<file path="config.mk">
export PLATFORM = sky130hd
export DESIGN_NAME = adc_to_period_ramp_mapper
export DESIGN_NICKNAME = d
export VERILOG_FILES = /design/src/hw/rtl/adpr_pkg.sv /design/src/hw/rtl/adpr_ctrl.sv /design/src/hw/rtl/adpr_dp.sv /design/src/hw/rtl/adc_to_period_ramp_mapper.sv
export SDC_FILE = /design/constraint.sdc
export NUM_CORES = 1
export LEC_CHECK = 0
export BUFFER_PORTS_ARGS = -buffer_cell sky130_fd_sc_hd__buf_4
export CAP_MARGIN = 20
export CORE_ASPECT_RATIO = 1.4
export CORE_MARGIN = 5
export CORE_UTILIZATION = 50
export CTS_BUF_LIST = sky130_fd_sc_hd__clkbuf_4 sky130_fd_sc_hd__clkbuf_8
export CTS_CLUSTER_DIAMETER = 60
export CTS_CLUSTER_SIZE = 14
export DETAILED_ROUTE_END_ITERATION = 12
export PLACE_DENSITY = 0.68
export SYNTH_ARGS = -nofsm -noshare
export SYNTH_HDL_FRONTEND = slang
export SYNTH_SLANG_ARGS = --single-unit
</file>
<file path="constraint.sdc">
create_clock -name clk -period 15.85 [get_ports clk]
set_input_delay 2.3775 -clock clk [delete_from_list [all_inputs] [get_ports clk]]
set_output_delay 2.3775 -clock clk [all_outputs]
set_load 0.01 [all_outputs]
</file>
<file path="src/hw/rtl/adpr_pkg.sv">
// ----------------------------------------------------------------------------
// adpr_pkg
// Shared constants, register codes and control types for the period mapper.
// ----------------------------------------------------------------------------
package adpr_pkg;

  localparam int ADC_BITS     = 12;
  localparam int FILTER_SHIFT = 3;
  localparam int PERIOD_W     = 16;
  localparam int NUM_W        = ADC_BITS + PERIOD_W;
  localparam int CNT_W        = $clog2(NUM_W);
  localparam int CFG_IDX_W    = 3;
  localparam int CFG_DATA_W   = 16;

  localparam logic [ADC_BITS-1:0] ADC_MAX    = '1;
  localparam logic [PERIOD_W-1:0] PERIOD_MAX = '1;

  localparam logic [ADC_BITS-1:0] RST_WIN_LOW  = ADC_BITS'(100);
  localparam logic [ADC_BITS-1:0] RST_WIN_HIGH = ADC_BITS'(3300);
  localparam logic [PERIOD_W-1:0] RST_PER_LOW  = PERIOD_W'(1);
  localparam logic [PERIOD_W-1:0] RST_PER_HIGH = PERIOD_W'(10);
  localparam logic [PERIOD_W-1:0] RST_RAMP     = PERIOD_W'(1);
  localparam logic                RST_INVERT   = 1'b1;
  localparam logic [PERIOD_W-1:0] RST_PERIOD   = PERIOD_W'(6);

  typedef enum logic [CFG_IDX_W-1:0] {
    REG_WIN_LOW  = 3'd0,
    REG_WIN_HIGH = 3'd1,
    REG_PER_LOW  = 3'd2,
    REG_PER_HIGH = 3'd3,
    REG_RAMP     = 3'd4,
    REG_INVERT   = 3'd5
  } cfg_reg_t;

  typedef struct packed {
    logic accept;    // item taken: run the filter
    logic mul;       // window offset times period span
    logic div_step;  // one restoring divider step
    logic finish;    // slew update and result load
    logic reload;    // period back to midpoint after a write
  } adpr_cmd_t;

  typedef struct packed {
    logic cfg_hit;   // write landed on a known register
  } adpr_sts_t;

endpackage

</file>
<file path="src/hw/rtl/adpr_ctrl.sv">
// ----------------------------------------------------------------------------
// adpr_ctrl
// Sequencer: input handshake, divider step count and result valid.
// ----------------------------------------------------------------------------
module adpr_ctrl import adpr_pkg::*; (
  input  logic      clk,
  input  logic      rst_n,
  input  logic      in_valid,
  output logic      in_stall,
  output logic      out_valid,
  input  logic      out_stall,
  input  adpr_sts_t sts,
  output adpr_cmd_t cmd
);

  typedef enum logic [1:0] {
    ST_IDLE,
    ST_MUL,
    ST_DIV,
    ST_DONE
  } state_t;

  state_t           state_r, state_nxt;
  logic [CNT_W-1:0] cnt_r, cnt_nxt;
  logic             out_valid_r, out_valid_nxt;
  logic             reload_r, reload_nxt;
  logic             accept;
  logic             can_load;

  assign in_stall  = (state_r != ST_IDLE) || reload_r;
  assign accept    = in_valid && !in_stall;
  assign can_load  = !out_valid_r || !out_stall;
  assign out_valid = out_valid_r;

  always_comb begin
    cmd.accept   = accept;
    cmd.mul      = (state_r == ST_MUL);
    cmd.div_step = (state_r == ST_DIV);
    cmd.finish   = (state_r == ST_DONE) && can_load;
    cmd.reload   = reload_r;
  end

  always_comb begin
    state_nxt     = state_r;
    cnt_nxt       = cnt_r;
    reload_nxt    = sts.cfg_hit;
    out_valid_nxt = out_valid_r && out_stall;
    case (state_r)
      ST_IDLE: begin
        if (accept) begin
          state_nxt = ST_MUL;
        end
      end
      ST_MUL: begin
        cnt_nxt   = '0;
        state_nxt = ST_DIV;
      end
      ST_DIV: begin
        cnt_nxt = cnt_r + CNT_W'(1);
        if (cnt_r == CNT_W'(NUM_W - 1)) begin
          state_nxt = ST_DONE;
        end
      end
      ST_DONE: begin
        if (can_load) begin
          out_valid_nxt = 1'b1;
          state_nxt     = ST_IDLE;
        end
      end
      default: begin
        state_nxt = ST_IDLE;
      end
    endcase
  end

  always_ff @(posedge clk) begin
    if (!rst_n) begin
      state_r     <= ST_IDLE;
      cnt_r       <= '0;
      out_valid_r <= 1'b0;
      reload_r    <= 1'b0;
    end else begin
      state_r     <= state_nxt;
      cnt_r       <= cnt_nxt;
      out_valid_r <= out_valid_nxt;
      reload_r    <= reload_nxt;
    end
  end

endmodule

</file>
<file path="src/hw/rtl/adpr_dp.sv">
// ----------------------------------------------------------------------------
// adpr_dp
// Datapath: settings, IIR filter, window map with restoring divider, slew.
// ----------------------------------------------------------------------------
module adpr_dp import adpr_pkg::*; (
  input  logic                  clk,
  input  logic                  rst_n,
  input  logic                  cfg_we,
  input  logic [CFG_IDX_W-1:0]  cfg_index,
  input  logic [CFG_DATA_W-1:0] cfg_data,
  input  logic [ADC_BITS-1:0]   in_adc_sample,
  input  adpr_cmd_t             cmd,
  output adpr_sts_t             sts,
  output logic [PERIOD_W-1:0]   out_period_ms,
  output logic [ADC_BITS-1:0]   out_filtered_level
);

  logic [ADC_BITS-1:0] win_low_r, win_high_r;
  logic [PERIOD_W-1:0] per_low_r, per_high_r, ramp_r;
  logic                invert_r;

  logic [ADC_BITS-1:0] acc_r, acc_nxt;
  logic [PERIOD_W-1:0] cur_r, cur_nxt;
  logic [ADC_BITS:0]   rem_r, rem_nxt;
  logic [NUM_W-1:0]    quo_r, quo_nxt;
  logic [PERIOD_W-1:0] out_period_r;
  logic [ADC_BITS-1:0] out_level_r;

  logic                cfg_hit;
  logic [ADC_BITS-1:0] e_wlo, e_whi, span;
  logic [PERIOD_W-1:0] e_plo, e_phi, e_ramp, prange;
  logic [PERIOD_W:0]   mid_sum;

  logic signed [ADC_BITS+1:0] diff, fstep, fsum;
  logic [ADC_BITS-1:0] x, xoff;
  logic [NUM_W-1:0]    product;
  logic [ADC_BITS:0]   rem_sh;
  logic                ge;
  logic [PERIOD_W-1:0] t, target, gap, move;

  // settings after sanitizing
  always_comb begin
    if (win_low_r >= win_high_r) begin
      e_wlo = '0;
      e_whi = ADC_MAX;
    end else begin
      e_wlo = win_low_r;
      e_whi = win_high_r;
    end
    e_plo = (per_low_r == '0) ? PERIOD_W'(1) : per_low_r;
    if (per_high_r < e_plo) begin
      e_phi = (e_plo == PERIOD_MAX) ? PERIOD_MAX : e_plo + PERIOD_W'(1);
    end else begin
      e_phi = per_high_r;
    end
    e_ramp  = (ramp_r == '0) ? PERIOD_W'(1) : ramp_r;
    span    = e_whi - e_wlo;
    prange  = e_phi - e_plo;
    mid_sum = {1'b0, e_plo} + {1'b0, e_phi};
  end

  always_comb begin
    cfg_hit = 1'b0;
    if (cfg_we) begin
      case (cfg_reg_t'(cfg_index))
        REG_WIN_LOW, REG_WIN_HIGH, REG_PER_LOW,
        REG_PER_HIGH, REG_RAMP, REG_INVERT: cfg_hit = 1'b1;
        default: cfg_hit = 1'b0;
      endcase
    end
  end
  assign sts.cfg_hit = cfg_hit;

  // one-pole smoothing, floor shift then clamp to the converter range
  always_comb begin
    diff  = $signed({2'b00, in_adc_sample}) - $signed({2'b00, acc_r});
    fstep = diff >>> FILTER_SHIFT;
    fsum  = $signed({2'b00, acc_r}) + fstep;
    if (fsum[ADC_BITS+1]) begin
      acc_nxt = '0;
    end else if (fsum[ADC_BITS]) begin
      acc_nxt = ADC_MAX;
    end else begin
      acc_nxt = fsum[ADC_BITS-1:0];
    end
  end

  always_comb begin
    x = acc_r;
    if (x < e_wlo) x = e_wlo;
    if (x > e_whi) x = e_whi;
    xoff    = x - e_wlo;
    product = {{PERIOD_W{1'b0}}, xoff} * {{ADC_BITS{1'b0}}, prange};
  end

  // restoring divide, numerator bits shift out the top of quo_r
  always_comb begin
    rem_sh  = {rem_r[ADC_BITS-1:0], quo_r[NUM_W-1]};
    ge      = rem_sh >= {1'b0, span};
    rem_nxt = ge ? rem_sh - {1'b0, span} : rem_sh;
    quo_nxt = {quo_r[NUM_W-2:0], ge};
  end

  always_comb begin
    t      = quo_r[PERIOD_W-1:0];
    target = invert_r ? e_phi - t : e_plo + t;
    gap    = (cur_r < target) ? target - cur_r : cur_r - target;
    move   = (gap > e_ramp) ? e_ramp : gap;
    if (cur_r < target) begin
      cur_nxt = cur_r + move;
    end else begin
      cur_nxt = cur_r - move;
    end
  end

  always_ff @(posedge clk) begin
    if (!rst_n) begin
      win_low_r  <= RST_WIN_LOW;
      win_high_r <= RST_WIN_HIGH;
      per_low_r  <= RST_PER_LOW;
      per_high_r <= RST_PER_HIGH;
      ramp_r     <= RST_RAMP;
      invert_r   <= RST_INVERT;
      acc_r      <= '0;
      cur_r      <= RST_PERIOD;
    end else begin
      if (cfg_we) begin
        case (cfg_reg_t'(cfg_index))
          REG_WIN_LOW:  win_low_r  <= cfg_data[ADC_BITS-1:0];
          REG_WIN_HIGH: win_high_r <= cfg_data[ADC_BITS-1:0];
          REG_PER_LOW:  per_low_r  <= cfg_data[PERIOD_W-1:0];
          REG_PER_HIGH: per_high_r <= cfg_data[PERIOD_W-1:0];
          REG_RAMP:     ramp_r     <= cfg_data[PERIOD_W-1:0];
          REG_INVERT:   invert_r   <= cfg_data[0];
          default: ;
        endcase
      end
      if (cfg_hit) begin
        acc_r <= '0;
      end else if (cmd.accept) begin
        acc_r <= acc_nxt;
      end
      // midpoint taken the cycle after the write, from the stored settings
      if (cmd.reload) begin
        cur_r <= mid_sum[PERIOD_W:1];
      end else if (cmd.finish) begin
        cur_r <= cur_nxt;
      end
    end
  end

  always_ff @(posedge clk) begin
    if (cmd.mul) begin
      rem_r <= '0;
      quo_r <= product;
    end else if (cmd.div_step) begin
      rem_r <= rem_nxt;
      quo_r <= quo_nxt;
    end
    if (cmd.finish) begin
      out_period_r <= cur_nxt;
      out_level_r  <= acc_r;
    end
  end

  assign out_period_ms      = out_period_r;
  assign out_filtered_level = out_level_r;

endmodule

</file>
<file path="src/hw/rtl/adc_to_period_ramp_mapper.sv">
// ----------------------------------------------------------------------------
// adc_to_period_ramp_mapper
// Smooths ADC samples, maps them onto a period range and slew-limits the result.
// ----------------------------------------------------------------------------
// Each accepted sample yields one result. The filter updates on the accepting
// edge; the multiply state, the restoring divider (one quotient bit per cycle
// over the 28-bit product) and the done state follow, the last doing the slew
// update and result load once the output register is free. in_stall is high
// while an item is in work, so a new sample is taken only after the last one
// is done. A finished result sits in the output register and the next sample
// is taken while it waits. A register write holds off input while the period
// reloads to the midpoint of the sanitized range. cfg_ready is always high;
// writes must go only while the block is idle, which the block does not enforce.
module adc_to_period_ramp_mapper import adpr_pkg::*; (
  input  logic                  clk,
  input  logic                  rst_n,
  input  logic                  in_valid,
  output logic                  in_stall,
  input  logic [ADC_BITS-1:0]   in_adc_sample,
  output logic                  out_valid,
  input  logic                  out_stall,
  output logic [PERIOD_W-1:0]   out_period_ms,
  output logic [ADC_BITS-1:0]   out_filtered_level,
  input  logic                  cfg_valid,
  output logic                  cfg_ready,
  input  logic [CFG_IDX_W-1:0]  cfg_index,
  input  logic [CFG_DATA_W-1:0] cfg_data
);

  adpr_cmd_t cmd;
  adpr_sts_t sts;
  logic      cfg_we;

  assign cfg_ready = 1'b1;
  assign cfg_we    = cfg_valid && cfg_ready;

  adpr_ctrl u_ctrl (
    .clk       (clk),
    .rst_n     (rst_n),
    .in_valid  (in_valid),
    .in_stall  (in_stall),
    .out_valid (out_valid),
    .out_stall (out_stall),
    .sts       (sts),
    .cmd       (cmd)
  );

  adpr_dp u_dp (
    .clk                (clk),
    .rst_n              (rst_n),
    .cfg_we             (cfg_we),
    .cfg_index          (cfg_index),
    .cfg_data           (cfg_data),
    .in_adc_sample      (in_adc_sample),
    .cmd                (cmd),
    .sts                (sts),
    .out_period_ms      (out_period_ms),
    .out_filtered_level (out_filtered_level)
  );

endmodule
</file>
==> reports/results.ini <==
[status]
outcome=finished clean

[routing]
ant_nets=0
vias_per_cell=5.73
wl_met1_mm=24.7
drc=0
drt-pass1-iter-count=5
post_drt_wl_per_cell_um=19.3
vias=19700
drt-total-wl_mm=66.7
dr_wl_met3_mm=2.14
top_layer_used=met4
wl_met2_mm=35.1
dr.first_iter.drc_count=860

[final_layout]
ff_latch_area_um2=4120
multiInputGateArea_um2=16800
nNetsFinal=3313
fillerInstances=4368
synthToLayoutAreaGrowth_pct=6.38
final_cells=3448
design_area_um2=24300
drive_gt1_frac=0.0645

[setup_path]
worst_r2r_path_depth=63
critPathRequiredTime_ns=16.17
critPathBufInv=7
cp.arrival_ns=14.78
crit_path_start_kind=flip-flop
crit_start=u_dp.win_low_r[0]
reg2reg_slack_ns=1.40
cpPeakStageDelay_ns=0.87
timing.rr.end=u_dp.quo_r[27]
crit_slowest_cell=a31oi_2
crit_family=compound AO/OA/AOI/OAI gates
end_kind=flip-flop
cp_common_cell=a21o_1
setup.worst_path.class=reg -> reg
r2r_start=u_dp.win_low_r[0]
critPathMaxFanout=21

[cts]
cts_tree=done
ctsHoldBuffers=0
worstSkewPairLatency_ns=0.56
h-tree-depth=4
cts_sinks=178
cts.path.max_buffers=2
cts_setup_buffers=0
clkSlewWorstSetupHoldPaths_ns=0.13
post_cts_resized=0
root_buffer=clkbuf_8
cts-buffers-inserted=17

[floorplan]
start_util=0.506
pin_count=67
die-height_um=263
die_area_um2=50100
num_rows=92
core_um2=45100
die_w_um=191

[sta]
finalHoldViolCount=0
finalWorstSetupSlack_ns=1.40
clock_skew_ns=0.0364
rsz0062_at_grt=false
setup_viol=0
finalCriticalPeriod_ns=14.45
slew_headroom=0.248
drv_slew=0
tightestPinTransition_ns=1.12
min_period_over_period=0.912
fin_tns_setup_ns=0
fmax_mhz=69.2

[placed_design]
dp_hpwl_mm=54.7
pre_cts_slack_ns=1.40
io_buffers=65
gp_congestion=0.973
placed_area_um2=23900
dp_cells=3411

[min_path]
hold-path-cell-count=2
hp-start=u_dp.ramp_r[12]
whs_endpoint=u_dp.ramp_r[12]
hp-class=reg -> reg

[logic_synthesis]
netlist_instances=2819
syn_nets=3309
syn-cell-area_um2=22800
synthDistinctLibCells=80
yosysWarnings=0
synth_edf_count=56
ys_ff_latch=178
async_flop_share=0
ys_seq_area_frac=0.181
ys.flop_type=dfxtp_1
syn_area_per_cell_um2=8.10

[grt]
grt_antenna_before_repair=1
overflow=0
grt_pass1_wl_mm=106
grt_max_degree=78
track_usage=0.266
grt_pass1_vias=20400

[flow_run]
drv_cap=0

## layout make-up
type                    instances  share of cell area
multi-input cells            2146               0.693
flip-flops and latches        178               0.170
inverters                     381              0.0589
well taps                     611              0.0315
repair buffers                 99              0.0306
clock buffers                  20              0.0111
clock inverters                12             0.00459
diodes                          1            0.000103
## kinds of logic (layout without fill, tap and decap cells)
| family | after synthesis | after routing | share of synthesized area |
|---|---|---|---|
| flops | 178 | 178 | 0.181 |
| compound gates | 624 | 624 | 0.176 |
| other cells | 1 | 2 | 0.000164 |
| xor+xnor | 165 | 165 | 0.0642 |
| mux | 60 | 60 | 0.0273 |
| buf+inv | 495 | 512 | 0.0826 |
| simple gates | 842 | 842 | 0.170 |
| fa+ha+maj | 454 | 454 | 0.298 |
## worst reg2reg max path, delay by kind of cell, from the launching register on
family                     cells  cell delay (ns)
buffers and inverters          7             0.71
AOI/OAI and AO/OA             34             6.32
and+or+nand+nor                7             0.99
muxes                          2             0.63
DFF                            1             0.35
adders and majority gates     11             4.56
xor gates and xnor gates       2             0.70
## cells in the final DEF, fill, tap and decap left out, types with 9 or more instances in the layout
cell type | Yosys | layout
ha_1 | 303 | 302
nor2b_1 | 27 | 27
o21a_1 | 28 | 28
mux2i_1 | 42 | 42
nand2_1 | 379 | 379
and2_1 | 41 | 41
edfxtp_1 | 56 | 56
clkbuf_8 | 0 | 19
inv_1 | 380 | 379
xor2_1 | 52 | 52
nor2_1 | 158 | 158
mux2_2 | 18 | 18
nand3_1 | 30 | 30
a211oi_1 | 35 | 35
o31ai_1 | 9 | 9
o21ai_0 | 109 | 109
a21o_1 | 68 | 68
nand2b_1 | 63 | 63
a221oi_1 | 19 | 19
dfxtp_1 | 122 | 122
or3_1 | 16 | 16
nor4_1 | 11 | 11
o211ai_1 | 20 | 20
fa_1 | 151 | 151
a21boi_0 | 15 | 15
nand4_1 | 23 | 23
a21oi_1 | 206 | 206
xnor2_1 | 111 | 111
and3_1 | 20 | 20
o21bai_1 | 20 | 20
nor3_1 | 41 | 41
buf_4 | 2 | 99
a31oi_1 | 23 | 22
## cells in the mapped netlist, types with 19 or more instances
cell type	instances	area share
a221oi_1	19	0.0073
a211oi_1	35	0.012
nor3_1	41	0.0090
a31oi_1	23	0.0063
edfxtp_1	56	0.074
nor2b_1	27	0.0074
o21a_1	28	0.0092
o21bai_1	20	0.0066
xnor2_1	111	0.043
nand4_1	23	0.0063
dfxtp_1	122	0.11
mux2i_1	42	0.018
inv_1	380	0.062
clkbuf_1	97	0.016
o21ai_0	109	0.024
xor2_1	52	0.020
nand2b_1	63	0.017
and3_1	20	0.0055
nand2_1	379	0.062
and2_1	41	0.011
ha_1	303	0.17
nor2_1	158	0.026
a21oi_1	206	0.045
a21o_1	68	0.022
o211ai_1	20	0.0066
nand3_1	30	0.0066
fa_1	151	0.13
## per-stage QoR
stage,utilization,hold slack (ns)
detailed placement,0.529,0.458
global placement,0.529,0.445
finish,0.538,0.467
floorplan,-,0.436
global route,0.538,0.506
CTS,0.538,0.473
## routing by layer
metal  vias up  global-route usage
met5         -                   0
met4         0               0.168
met3       185              0.0219
met2       517               0.496
met1      9540               0.285
li1       9500                   -
## flip-flops by register name (all words and copies together) (netlist names)
signal / count
u_dp.per_high_r: 16
u_dp.ramp_r: 16
u_dp.acc_r: 12
u_dp.out_period_ms: 16
u_dp.rem_r: 12
u_dp.quo_r: 28
u_dp.cur_r: 16
u_dp.win_low_r: 12
u_dp.out_filtered_level: 12
u_dp.per_low_r: 16
u_ctrl.out_valid: 1
u_dp.win_high_r: 12
u_ctrl.reload_r: 1
u_ctrl.cnt_r: 5
u_dp.invert_r: 1
u_ctrl.state_r: 2
## worst max path at each step
stage / end / slack [ns] / cells past startpoint
after global placement: u_dp.quo_r[27] / 1.72 / 63
after CTS: u_dp.quo_r[27] / 1.37 / 62
after floorplan: u_dp.quo_r[27] / 2.68 / 64
after detailed placement: u_dp.quo_r[27] / 1.40 / 62
final: u_dp.quo_r[27] / 1.40 / 63
after global routing: u_dp.quo_r[27] / 0.29 / 63
Power is not shown: default switching activity piles up to over one toggle a cycle in this logic, so the estimate is an artifact.
